File: src/hdl/mfsk_pkg.sv
// ----------------------------------------------------------------------------
// mfsk encoder package
// command codes, code constants, varicode rom and shared types
// ----------------------------------------------------------------------------
`default_nettype none

package mfsk_pkg;

    localparam int ILV_SIZE       = 4;
    localparam int ILV_STAGES_DEF = 10;
    localparam int VC_BITS        = 12;
    localparam int VC_LEN_W       = 4;
    localparam int HIST_W         = 6;

    localparam logic [HIST_W:0] POLY_A = 7'h6d;
    localparam logic [HIST_W:0] POLY_B = 7'h4f;

    localparam logic [15:0] CHAR_NL = 16'd10;
    localparam logic [6:0]  CHAR_CR = 7'd13;
    localparam logic [6:0]  CHAR_SP = 7'd32;

    typedef enum logic [1:0] {
        CMD_START = 2'd0,
        CMD_BIT   = 2'd1,
        CMD_CHAR  = 2'd2,
        CMD_NONE  = 2'd3
    } cmd_t;

    typedef struct packed {
        logic clear;
        logic shift;
    } ilv_ctrl_t;

    typedef struct packed {
        logic [VC_LEN_W-1:0] len;
        logic [VC_BITS-1:0]  bits;
    } vc_entry_t;

    // length and code, right aligned
    localparam logic [VC_LEN_W+VC_BITS-1:0] VC_ROM [128] = '{
        {4'd11, 12'b11101011100}, {4'd11, 12'b11101100000}, {4'd11, 12'b11101101000},
        {4'd11, 12'b11101101100}, {4'd11, 12'b11101110000}, {4'd11, 12'b11101110100},
        {4'd11, 12'b11101111000}, {4'd11, 12'b11101111100},
        {4'd8,  12'b10101000},    {4'd11, 12'b11110000000}, {4'd11, 12'b11110100000},
        {4'd11, 12'b11110101000}, {4'd11, 12'b11110101100}, {4'd8,  12'b10101100},
        {4'd11, 12'b11110110000}, {4'd11, 12'b11110110100},
        {4'd11, 12'b11110111000}, {4'd11, 12'b11110111100}, {4'd11, 12'b11111000000},
        {4'd11, 12'b11111010000}, {4'd11, 12'b11111010100}, {4'd11, 12'b11111011000},
        {4'd11, 12'b11111011100}, {4'd11, 12'b11111100000},
        {4'd11, 12'b11111101000}, {4'd11, 12'b11111101100}, {4'd11, 12'b11111110000},
        {4'd11, 12'b11111110100}, {4'd11, 12'b11111111000}, {4'd11, 12'b11111111100},
        {4'd12, 12'b100000000000}, {4'd12, 12'b101000000000},
        {4'd3,  12'b100},         {4'd9,  12'b111000000},   {4'd9,  12'b111111100},
        {4'd10, 12'b1011011000},  {4'd10, 12'b1010101000},  {4'd10, 12'b1010100000},
        {4'd10, 12'b1000000000},  {4'd9,  12'b110111100},
        {4'd9,  12'b111110100},   {4'd9,  12'b111110000},   {4'd10, 12'b1010110100},
        {4'd9,  12'b111100000},   {4'd8,  12'b10100000},    {4'd9,  12'b111011000},
        {4'd9,  12'b111010100},   {4'd9,  12'b111101000},
        {4'd8,  12'b11100000},    {4'd8,  12'b11110000},    {4'd9,  12'b101000000},
        {4'd9,  12'b101010100},   {4'd9,  12'b101110100},   {4'd9,  12'b101100000},
        {4'd9,  12'b101101100},   {4'd9,  12'b110100000},
        {4'd9,  12'b110000000},   {4'd9,  12'b110101100},   {4'd9,  12'b111101100},
        {4'd9,  12'b111111000},   {4'd10, 12'b1011000000},  {4'd9,  12'b111011100},
        {4'd10, 12'b1010111100},  {4'd9,  12'b111010000},
        {4'd10, 12'b1010000000},  {4'd8,  12'b10111100},    {4'd9,  12'b100000000},
        {4'd8,  12'b11010100},    {4'd8,  12'b11011100},    {4'd8,  12'b10111000},
        {4'd8,  12'b11111000},    {4'd9,  12'b101010000},
        {4'd9,  12'b101011000},   {4'd8,  12'b11000000},    {4'd9,  12'b110110100},
        {4'd9,  12'b101111100},   {4'd8,  12'b11110100},    {4'd8,  12'b11101000},
        {4'd8,  12'b11111100},    {4'd8,  12'b11010000},
        {4'd8,  12'b11101100},    {4'd9,  12'b110110000},   {4'd8,  12'b11011000},
        {4'd8,  12'b10110100},    {4'd8,  12'b10110000},    {4'd9,  12'b101011100},
        {4'd9,  12'b110101000},   {4'd9,  12'b101101000},
        {4'd9,  12'b101110000},   {4'd9,  12'b101111000},   {4'd9,  12'b110111000},
        {4'd10, 12'b1011101000},  {4'd10, 12'b1011010000},  {4'd10, 12'b1011101100},
        {4'd10, 12'b1011010100},  {4'd10, 12'b1010110000},
        {4'd10, 12'b1010101100},  {4'd5,  12'b10100},       {4'd7,  12'b1100000},
        {4'd6,  12'b111000},      {4'd6,  12'b110100},      {4'd4,  12'b1000},
        {4'd7,  12'b1010000},     {4'd7,  12'b1011000},
        {4'd6,  12'b110000},      {4'd5,  12'b11000},       {4'd8,  12'b10000000},
        {4'd7,  12'b1110000},     {4'd6,  12'b101100},      {4'd7,  12'b1000000},
        {4'd5,  12'b11100},       {4'd5,  12'b10000},
        {4'd7,  12'b1010100},     {4'd7,  12'b1111000},     {4'd6,  12'b100000},
        {4'd6,  12'b101000},      {4'd4,  12'b1100},        {4'd6,  12'b111100},
        {4'd7,  12'b1101100},     {4'd7,  12'b1101000},
        {4'd7,  12'b1110100},     {4'd7,  12'b1011100},     {4'd7,  12'b1111100},
        {4'd10, 12'b1011011100},  {4'd10, 12'b1010111000},  {4'd10, 12'b1011100000},
        {4'd10, 12'b1011110000},  {4'd12, 12'b101010000000}
    };

    // rom entry with the code moved up so that its first bit is the msb
    function automatic vc_entry_t vc_lookup(input logic [6:0] code);
        vc_entry_t raw;
        vc_entry_t res;
        raw      = VC_ROM[code];
        res.len  = raw.len;
        res.bits = raw.bits << (VC_LEN_W'(VC_BITS) - raw.len);
        return res;
    endfunction

endpackage

`default_nettype wire

File: src/hdl/mfsk16_fec_symbol_encoder_unit.sv
// ----------------------------------------------------------------------------
// mfsk16 fec symbol encoder
// varicode, k=7 rate 1/2 convolutional code, diagonal interleaver, gray tones
// ----------------------------------------------------------------------------
//
//  channel | signals                      | direction | request
//  --------+------------------------------+-----------+----------------------
//  in      | in_valid in_ready            | sink      | cmd character bit_value
//  out     | out_valid out_ready          | source    | tone last
//
//  a character request loads its varicode bits (3 to 12) into the varicode
//  bit shift register, which then sends one bit per step; a raw bit loads a
//  single bit, and start and unused codes leave the block idle.
//  every second coded data bit makes one tone; that step waits while the
//  output register still holds a tone that has not been taken.
//  rst_n clears all but bits_reg, tone_reg and last_reg at once, no clearing pass.
//
`default_nettype none

module mfsk16_fec_symbol_encoder_unit #(
    parameter int INTERLEAVE_STAGES = mfsk_pkg::ILV_STAGES_DEF
) (
    input  logic        clk,
    input  logic        rst_n,
    input  logic        in_valid,
    output logic        in_ready,
    input  logic [1:0]  cmd,
    input  logic [15:0] character,
    input  logic        bit_value,
    output logic        out_valid,
    input  logic        out_ready,
    output logic [3:0]  tone,
    output logic        last
);
    import mfsk_pkg::*;

    // sequencer states
    typedef enum logic [1:0] {
        ST_IDLE = 2'b01,
        ST_RUN  = 2'b10
    } state_t;

    state_t                state_reg, state_next;

    // varicode bits still to send, msb first, and how many are left
    logic [VC_BITS-1:0]    bits_reg, bits_next;
    logic [VC_LEN_W-1:0]   left_reg, left_next;

    // convolutional encoder history and the held pair of coded bits
    logic [HIST_W-1:0]     hist_reg, hist_next;
    logic [1:0]            pair_reg, pair_next;
    logic                  half_reg, half_next;

    // output register
    logic                  out_valid_reg, out_valid_next;
    logic [ILV_SIZE-1:0]   tone_reg, tone_next;
    logic                  last_reg, last_next;

    logic                  in_fire;
    logic [6:0]            code;
    vc_entry_t             vc;
    logic [HIST_W:0]       shift7;
    logic                  coded_a;
    logic                  coded_b;
    logic                  can_load;
    logic                  step;
    logic                  load;
    ilv_ctrl_t             ilv_ctrl;
    logic [ILV_SIZE-1:0]   ilv_tone;

    assign in_ready  = (state_reg == ST_IDLE);
    assign in_fire   = in_valid && in_ready;
    assign out_valid = out_valid_reg;
    assign tone      = tone_reg;
    assign last      = last_reg;

    // newline goes out as carriage return, anything above ascii as space
    always_comb
    begin
        if (character == CHAR_NL)
        begin
            code = CHAR_CR;
        end
        else if (|character[15:7])
        begin
            code = CHAR_SP;
        end
        else
        begin
            code = character[6:0];
        end
    end

    assign vc = vc_lookup(code);

    // encoder taps on history plus the current data bit
    assign shift7  = {hist_reg, bits_reg[VC_BITS-1]};
    assign coded_a = ^(shift7 & POLY_A);
    assign coded_b = ^(shift7 & POLY_B);

    // a tone is due when a pair of coded bits is already held
    assign can_load = !out_valid_reg || out_ready;
    assign step     = (state_reg == ST_RUN) && (!half_reg || can_load);
    assign load     = step && half_reg;

    assign ilv_ctrl.clear = in_fire && (cmd == CMD_START);
    assign ilv_ctrl.shift = load;

    mfsk_ilv #(
        .STAGES (INTERLEAVE_STAGES)
    ) u_ilv (
        .clk    (clk),
        .rst_n  (rst_n),
        .ctrl   (ilv_ctrl),
        .nibble ({pair_reg, coded_a, coded_b}),
        .tone   (ilv_tone)
    );

    always_comb
    begin
        state_next = state_reg;
        bits_next  = bits_reg;
        left_next  = left_reg;
        hist_next  = hist_reg;
        pair_next  = pair_reg;
        half_next  = half_reg;

        case (state_reg)
            ST_IDLE:
            begin
                if (in_fire)
                begin
                    case (cmd)
                        CMD_START:
                        begin
                            hist_next = '0;
                            pair_next = '0;
                            half_next = 1'b0;
                        end
                        CMD_BIT:
                        begin
                            bits_next  = {bit_value, {(VC_BITS-1){1'b0}}};
                            left_next  = VC_LEN_W'(1);
                            state_next = ST_RUN;
                        end
                        CMD_CHAR:
                        begin
                            bits_next  = vc.bits;
                            left_next  = vc.len;
                            state_next = ST_RUN;
                        end
                        default:
                        begin
                            state_next = ST_IDLE;
                        end
                    endcase
                end
            end
            ST_RUN:
            begin
                if (step)
                begin
                    hist_next = shift7[HIST_W-1:0];
                    bits_next = bits_reg << 1;
                    left_next = left_reg - VC_LEN_W'(1);
                    if (half_reg)
                    begin
                        pair_next = '0;
                        half_next = 1'b0;
                    end
                    else
                    begin
                        pair_next = {coded_a, coded_b};
                        half_next = 1'b1;
                    end
                    if (left_reg == VC_LEN_W'(1))
                    begin
                        state_next = ST_IDLE;
                    end
                end
            end
            default:
            begin
                state_next = ST_IDLE;
            end
        endcase
    end

    // the tone is the last one of the request when fewer than two data
    // bits remain after this one, as a further tone needs two more bits
    always_comb
    begin
        out_valid_next = out_valid_reg;
        tone_next      = tone_reg;
        last_next      = last_reg;
        if (load)
        begin
            out_valid_next = 1'b1;
            tone_next      = ilv_tone;
            last_next      = (left_reg <= VC_LEN_W'(2));
        end
        else if (out_ready)
        begin
            out_valid_next = 1'b0;
        end
    end

    always_ff @(posedge clk or negedge rst_n)
    begin
        if (!rst_n)
        begin
            state_reg     <= ST_IDLE;
            left_reg      <= '0;
            hist_reg      <= '0;
            pair_reg      <= '0;
            half_reg      <= 1'b0;
            out_valid_reg <= 1'b0;
        end
        else
        begin
            state_reg     <= state_next;
            left_reg      <= left_next;
            hist_reg      <= hist_next;
            pair_reg      <= pair_next;
            half_reg      <= half_next;
            out_valid_reg <= out_valid_next;
        end
    end

    always_ff @(posedge clk)
    begin
        bits_reg <= bits_next;
        tone_reg <= tone_next;
        last_reg <= last_next;
    end

endmodule

`default_nettype wire

File: src/hdl/mfsk_ilv.sv
// ----------------------------------------------------------------------------
// mfsk diagonal interleaver
// cascade of 4x4 shift cell stages with gray mapping of the result
// ----------------------------------------------------------------------------
`default_nettype none

module mfsk_ilv #(
    parameter int STAGES = mfsk_pkg::ILV_STAGES_DEF
) (
    input  logic                           clk,
    input  logic                           rst_n,
    input  mfsk_pkg::ilv_ctrl_t            ctrl,
    input  logic [mfsk_pkg::ILV_SIZE-1:0]  nibble,
    output logic [mfsk_pkg::ILV_SIZE-1:0]  tone
);
    import mfsk_pkg::*;

    // one row vector per stage and row, bit index is the column
    logic [ILV_SIZE-1:0] store_reg  [STAGES][ILV_SIZE];
    logic [ILV_SIZE-1:0] store_next [STAGES][ILV_SIZE];
    logic [ILV_SIZE-1:0] sym        [STAGES+1];
    logic [ILV_SIZE-1:0] result;

    genvar s, r;
    generate
        for (r = 0; r < ILV_SIZE; r++)
        begin : g_in
            assign sym[0][r] = nibble[ILV_SIZE-1-r];
            assign result[ILV_SIZE-1-r] = sym[STAGES][r];
        end
        for (s = 0; s < STAGES; s++)
        begin : g_stage
            for (r = 0; r < ILV_SIZE; r++)
            begin : g_row
                // shift towards column 0, new bit enters the last column
                assign store_next[s][r] = {sym[s][r], store_reg[s][r][ILV_SIZE-1:1]};
                // diagonal tap
                assign sym[s+1][r] = store_next[s][r][ILV_SIZE-1-r];
            end
        end
    endgenerate

    assign tone = result ^ (result >> 1);

    always_ff @(posedge clk or negedge rst_n)
    begin
        if (!rst_n)
        begin
            for (int i = 0; i < STAGES; i++)
            begin
                for (int j = 0; j < ILV_SIZE; j++)
                begin
                    store_reg[i][j] <= '0;
                end
            end
        end
        else if (ctrl.clear)
        begin
            for (int i = 0; i < STAGES; i++)
            begin
                for (int j = 0; j < ILV_SIZE; j++)
                begin
                    store_reg[i][j] <= '0;
                end
            end
        end
        else if (ctrl.shift)
        begin
            store_reg <= store_next;
        end
    end

endmodule

`default_nettype wire

File: config.mk
export PLATFORM = sky130hd
export DESIGN_NAME = mfsk16_fec_symbol_encoder_unit
export DESIGN_NICKNAME = d
export VERILOG_FILES = /design/src/hdl/mfsk_pkg.sv /design/src/hdl/mfsk16_fec_symbol_encoder_unit.sv /design/src/hdl/mfsk_ilv.sv
export SDC_FILE = /design/constraint.sdc
export NUM_CORES = 1
export LEC_CHECK = 0
export ABC_CLOCK_PERIOD_IN_PS = 3100
export BUFFER_PORTS_ARGS = -buffer_cell sky130_fd_sc_hd__buf_2
export CAP_MARGIN = 20
export CORE_ASPECT_RATIO = 0.7
export CORE_MARGIN = 2
export CORE_UTILIZATION = 49
export DETAILED_ROUTE_END_ITERATION = 8
export GPL_TIMING_DRIVEN = 0
export PLACE_DENSITY = 0.66
export SETUP_SLACK_MARGIN = 0.05
export SYNTH_ARGS = -nofsm -noshare
export SYNTH_HDL_FRONTEND = slang
export SYNTH_SLANG_ARGS = --single-unit
File: constraint.sdc
create_clock -name clk -period 3.1 [get_ports clk]
set_input_delay 0.31 -clock clk [delete_from_list [all_inputs] [get_ports clk]]
set_output_delay 0.31 -clock clk [all_outputs]
set_load 0.05 [all_outputs]
### Word level (Yosys, flattened, before mapping)

Memories as Yosys holds them, arrays and structs flattened.
Cells that the tools add are included.

* register bits after elaboration: 193
* latch bits: 0
* bits in writable memories: 0
* memory bits (read-only): 2048
* bits of input ports: 23
* output and inout bits: 7
* word-level logic and storage cells: 123
* memories: 1

* add/sub/neg operators: 2
* multipliers: 0
* divide/modulo/power cells: 0
* magnitude comparators: 2
* equal/unequal tests: 12
* shifts and indexed selects: 1
* mux-type cells: 35
* bitwise gates (word level): 2
* reduce and logical (&&, ||, !) cells: 19

Memory list
* (no name shown): words 128, width 16, rd ports 1, clocked after Yosys merged registers in 0, write ports 0, line mfsk_pkg.sv:95 `raw = VC_ROM[code];`

Operators by type and width (number)
* $mux W160: 2
* $pmux W12 S2: 2
* $mux W16: 2
* $mux W12: 2
* $mux W6: 3
* $eq A16 B4 Y1 const B: 1
* $pmux W4 S2: 2
* $mux W2: 7
* $mux W7: 2
* $reduce_xor A7 Y1: 2
* $pmux W2 S2: 3
* $pmux W6 S2: 1
* $reduce_and A4 Y1: 3
* $shl A12 B4 Y12: 1
* $reduce_or A9 Y1: 1
* $ge A8 B8 Y1 const B: 1
* $mux W4: 2
* $not A7 Y8: 1
* $mux W1: 6
* $ne A2 B1 Y1 const B: 3
* $reduce_bool A2 Y1: 3
* $eq A2 B1 Y1 const B: 2
* $eq A2 B2 Y1 const B: 2
* $eq A4 B1 Y1 const B: 1
* 12 further kinds: 18

### Logic depth before layout (Yosys ltp)

* word-level depth: 12
* depth in mapped cells: 22
* gate-level depth less buffers: 17

### By module

Synthesis repeated with hierarchy kept, for this count alone.

* cells, all modules: 814
* area, all modules: 6950.4 µm²

By module, submodules not included
* mfsk16_fec_symbol_encoder_unit: instances 1, cells each 616, area an instance 4454.3 µm², seq. area each 852.1 µm²
* mfsk_ilv: instances 1, cells each 198, area an instance 2496.1 µm², seq. area each 1501.4 µm²

### Least setup slack after synthesis

No wires, ideal clock.

* path kind: in2reg
* from: in character[12]
* to: reg bits_reg[10] (data pin)
* library setup time: 254 ps
* arrival time: 4595 ps
* data required time: 2846 ps
* slack: -1749 ps
* cell stages on the path: 20
* path buffers: 3
* path through: nor4_2 > nand3_1 > clkbuf_1 > clkbuf_1 > clkbuf_1 > nor2_1 > inv_1 > ha_1 > nor2b_1 > o32a_1 > o21ai_1 > a221oi_4 > a41oi_4 > inv_2 > ha_1 > clkinv_1 > o21ai_0 > o221ai_1 > a2111o_1 > o21a_1

* cells in the longest elaborated chain, start to end: 12
* elaborated cells between the ends (all ways): 13
* classes of those cells: add/sub (1); eq/ne (1); shift (1); mux (7); bitwise (1); reduce/logical (1); memory (1)

RTL lines
* start, declared: line mfsk16_fec_symbol_encoder_unit.sv:28 `input logic [15:0] character,`
* $reduce_or A9 Y1: line mfsk16_fec_symbol_encoder_unit.sv:84 `else if (|character[15:7])`
* $mux W7: line mfsk16_fec_symbol_encoder_unit.sv:84
* $mux W7 *: line mfsk16_fec_symbol_encoder_unit.sv:80 `if (character == CHAR_NL)`
* $not A7 Y8 (implied by the code) *: line mfsk_pkg.sv:95
* $mem_v2 Z128 W16 *
* $mux W16 (implied by the code) * (2 in series): line mfsk_pkg.sv:95
* $sub A4 B4 Y4: line mfsk_pkg.sv:97 `res.bits = raw.bits << (VC_LEN_W'(VC_BITS) - raw.len);`
* $shl A12 B4 Y12 *: line mfsk_pkg.sv:97
* $pmux W12 S2 *: line mfsk16_fec_symbol_encoder_unit.sv:133 `case (cmd)`
* $mux W12 *: line mfsk16_fec_symbol_encoder_unit.sv:131 `if (in_fire)`
* $pmux W12 S2 *: line mfsk16_fec_symbol_encoder_unit.sv:128 `case (state_reg)`
* net bits_next[10]: line mfsk16_fec_symbol_encoder_unit.sv:46 `logic [VC_BITS-1:0] bits_reg, bits_next;`
* end signal, assigned: line mfsk16_fec_symbol_encoder_unit.sv:232 `bits_reg <= bits_next;`
* end, declared: line mfsk16_fec_symbol_encoder_unit.sv:46

Mark *: on every way through the listed nets, which the timed path passes. The rest lies on a longest branch. The select of a mux whose other input is x is not followed.
A chain may end at the register's enable or synchronous reset.

### Worst setup path in the final report

* from: in character[8]
* to: reg bits_reg[8] (data pin)

The elaborated chain is that of the path after synthesis.

==> impl_metrics.py <==
metrics = {
    "floorplan": {
        "die_area_um2": 15300,
        "die_h_um": 104,
        "core_um2": 14000,
        "io_pins": 30,
        "rows": 36,
        "initial_utilization_pct": 50.3,
        "fp.dieW_um": 147,
    },
    "logic_synthesis": {
        "synth_ff_type": "dfrtp_1",
        "synth_cell_type_count": 88,
        "synth_area_leaders": "dfrtp_1, nand2_1, a21oi_1, edfxtp_1, o21ai_0",
        "synthesis.nets": 940,
        "ys_ff_latch": 91,
        "ys_async_sr_fraction_pct": 83.5,
        "syn_inst": 899,
        "yosysTopAreaCellShare_pct": 26.7,
        "ys_seq_area_share_pct": 33.5,
        "synth-edff-count": 15,
        "ys_warn_count": 0,
        "yosys.area.top_type": "dfrtp_1",
        "synth_area_um2": 7020,
        "avgSynthCellArea_um2": 7.81,
    },
    "clock_tree": {
        "cts_buffers": 9,
        "clkSinkCount": 91,
        "ctsHtreeMaxLevel": 3,
        "cts_tree": "built",
        "clockRootBuffer": "clkbuf_16",
        "insertion_delay_ns": 0.34,
        "clk_pin_slew_ns": 0.06,
        "hold_buffers": 0,
        "clockBufferDepth": 2,
    },
    "layout": {
        "area_growth_pct": 22.8,
        "fin_area_um2": 8620,
        "drive_above_1_share_pct": 20.4,
        "num_antenna_cells": 0,
        "fin_nets": 1021,
        "layout_common_cells": "nand2_1, a21oi_1, dfrtp_1",
        "largest_register_ff_count": 47,
        "final_common_cell": "nand2_1",
    },
    "sta": {
        "period_share_pct": 135,
        "finalClockSkew_ns": 0.00708,
        "layout_min_cycle_time_ns": 4.18,
        "worst_slack_ns": -1.08,
        "tightestPinTransition_ns": 1.27,
        "fin_hold_ws_ns": 0.109,
        "finalHoldViolations": 0,
        "maxSlewViolCount": 0,
        "fmax_mhz": 239,
        "maxSlewHeadroom_pct": 14.9,
        "rsz0062_at_grt": "true",
        "setup_viol": 11,
    },
    "grt": {
        "antenna_found_initial": 0,
        "grtUsageMet3_pct": 17.2,
        "grt_pass1_wl_mm": 46.0,
        "grt_util_all_layers_pct": 39.5,
        "grt_most_used_layer": "met1",
        "met2_usage_pct": 54.8,
        "grt_overflow": 0,
        "met1_usage_pct": 56.4,
        "grt_pass1_vias": 7638,
        "grt_max_degree": 77,
    },
    "critical_path": {
        "critPathMaxFanout": 6,
        "arrival_ns": 4.38,
        "cp_slowest_cell": "o32a_1",
        "critPathKind": "input port to flip-flop",
        "crit_required_ns": 3.30,
        "worstPathCellList": "buf_8, buf_6, nor4_4, nand3_2, buf_8, buf_8, buf_8, nor2_4, inv_2, ha_4, nor2b_4, o32a_1, o21ai_2, a221oi_4, a41oi_4, inv_2, ha_4, xor2_4, buf_6, or3_4, o211ai_1, a32o_1",
        "endpoint_kind": "flip-flop",
        "slowest_delay_ns": 0.39,
        "cpMostUsedCell": "buf_8",
        "path_buf_inv": 8,
        "crit_family": "compound AO/OA/AOI/OAI gates",
        "startpoint_type": "input port",
    },
    "placement": {
        "placed_cell_area_um2": 7630,
        "place_congestion": 1.10,
        "place_hpwl_mm": 21.9,
        "port_buffers": 26,
    },
    "hold_path": {
        "min-delay-path-class": "input port to async pin",
    },
    "status": {
        "violations": "negative setup slack",
        "status": "finished, violations left",
    },
    "power_and_ir_drop": {
        "power.total_mw": 3.59,
        "vdd.ir_drop.worst_uv": 601,
        "cellLeakagePower_nw": 3.40,
        "p_per_area_nw_per_um2": 416,
    },
    "routing": {
        "vias_per_cell": 7.00,
        "drc": 0,
        "ant_nets": 0,
        "drt_first_pass_iters": 7,
        "wl_per_cell_um": 26.2,
        "wl_mm": 30.8,
        "drtIter0Drc": 1394,
        "via_count": 8228,
    },
    "flow_run": {
        "drv_cap": 0,
    },
}
-- per-layer routing --
| metal | wire (µm) | share of wire [%] | vias up |
|---|---|---|---|
| met4 | 1050 | 3.4 | 0 |
| met1 | 12400 | 40 | 3864 |
| li1 | - | - | 3456 |
| met3 | 5130 | 17 | 138 |
| met2 | 12200 | 40 | 770 |
| met5 | 0 | 0 | - |
-- report_power, final --
part           switching [mW]  total [mW]  internal, mW
registers               0.102        1.49          1.39
logic                   0.699        1.01         0.308
clock network           0.443        1.09         0.647
total                    1.24        3.59          2.34
-- timing repair --
item                                    in CTS  in global routing
cloned                                       1                  0
endpoints found under the setup margin      13                 13
setup buffers                               30                 18
gates resized for setup                     55                 34
pin swaps                                   20                 21
-- cell usage after synthesis (6+ instances only) --
library cell,count
nand2_1,166
a21oi_1,103
dfrtp_1,75
o21ai_0,55
nor2_1,51
clkbuf_1,49
inv_1,29
nand3_1,29
buf_2,21
ha_1,18
nor3_1,18
a211oi_1,17
edfxtp_1,15
o22ai_1,13
o211ai_1,12
nand2b_1,11
nor2b_1,11
nor4_1,11
or3_1,9
mux2i_1,8
or4_1,8
xnor2_1,8
nand4_1,7
a2111oi_0,6
a22oi_1,6
nor3b_1,6
o221ai_1,6
or2_2,6
-- final cells by class --
| class | instances | area [µm²] |
|---|---|---|
| buffer | 69 | 394 |
| clock buffer | 12 | 246 |
| clock inverter | 4 | 48.8 |
| fill | 1160 | 5340 |
| inverter | 34 | 136 |
| multi-input combinational | 701 | 4640 |
| sequential | 91 | 2350 |
| tap | 190 | 238 |
| timing repair buffer | 74 | 559 |
-- cells by family after synthesis --
| kind of cell | after synthesis | share of synthesized area (%) |
|---|---|---|
| xor+xnor | 14 | 1.85 |
| compound gates | 288 | 27.3 |
| simple gates | 371 | 26.3 |
| mux | 10 | 1.62 |
| fa+ha+maj | 18 | 3.21 |
| buf+inv | 107 | 6.20 |
| flops | 91 | 33.5 |
-- through the flow --
| step | TNS (ns) | worst slack, ns | cells | utilization, % |
|---|---|---|---|---|
| 2_1_floorplan | -8.90 | -1.04 | 899 | - |
| 3_3_place_gp | -23.86 | -2.29 | 1115 | 54.5 |
| 3_5_place_dp | -23.50 | -2.24 | 1116 | 54.6 |
| 4_1_cts | -8.53 | -0.942 | 1161 | 60.3 |
| 5_1_grt | -10.63 | -1.16 | 1175 | 61.7 |
| 6_report | -9.78 | -1.08 | 1175 | 61.7 |
-- final timing paths --
path / start / end / slack, ns / cells past startpoint
max: character[8] / bits_reg[8] / -1.08 / 22
min: rst_n / u_ilv.store_next[84] / 0.11 / 1
max reg2reg: state_reg[0] / u_ilv.store_reg[96] / 0.54 / 8
min reg2reg: pair_reg[1] / tone[3] / 0.50 / 0
max in group asynchronous: rst_n / left_reg[0] / 2.38 / 1
min in group clk: out_ready / out_valid / 0.28 / 3
Note: power is estimated with default switching activity, not from simulation.
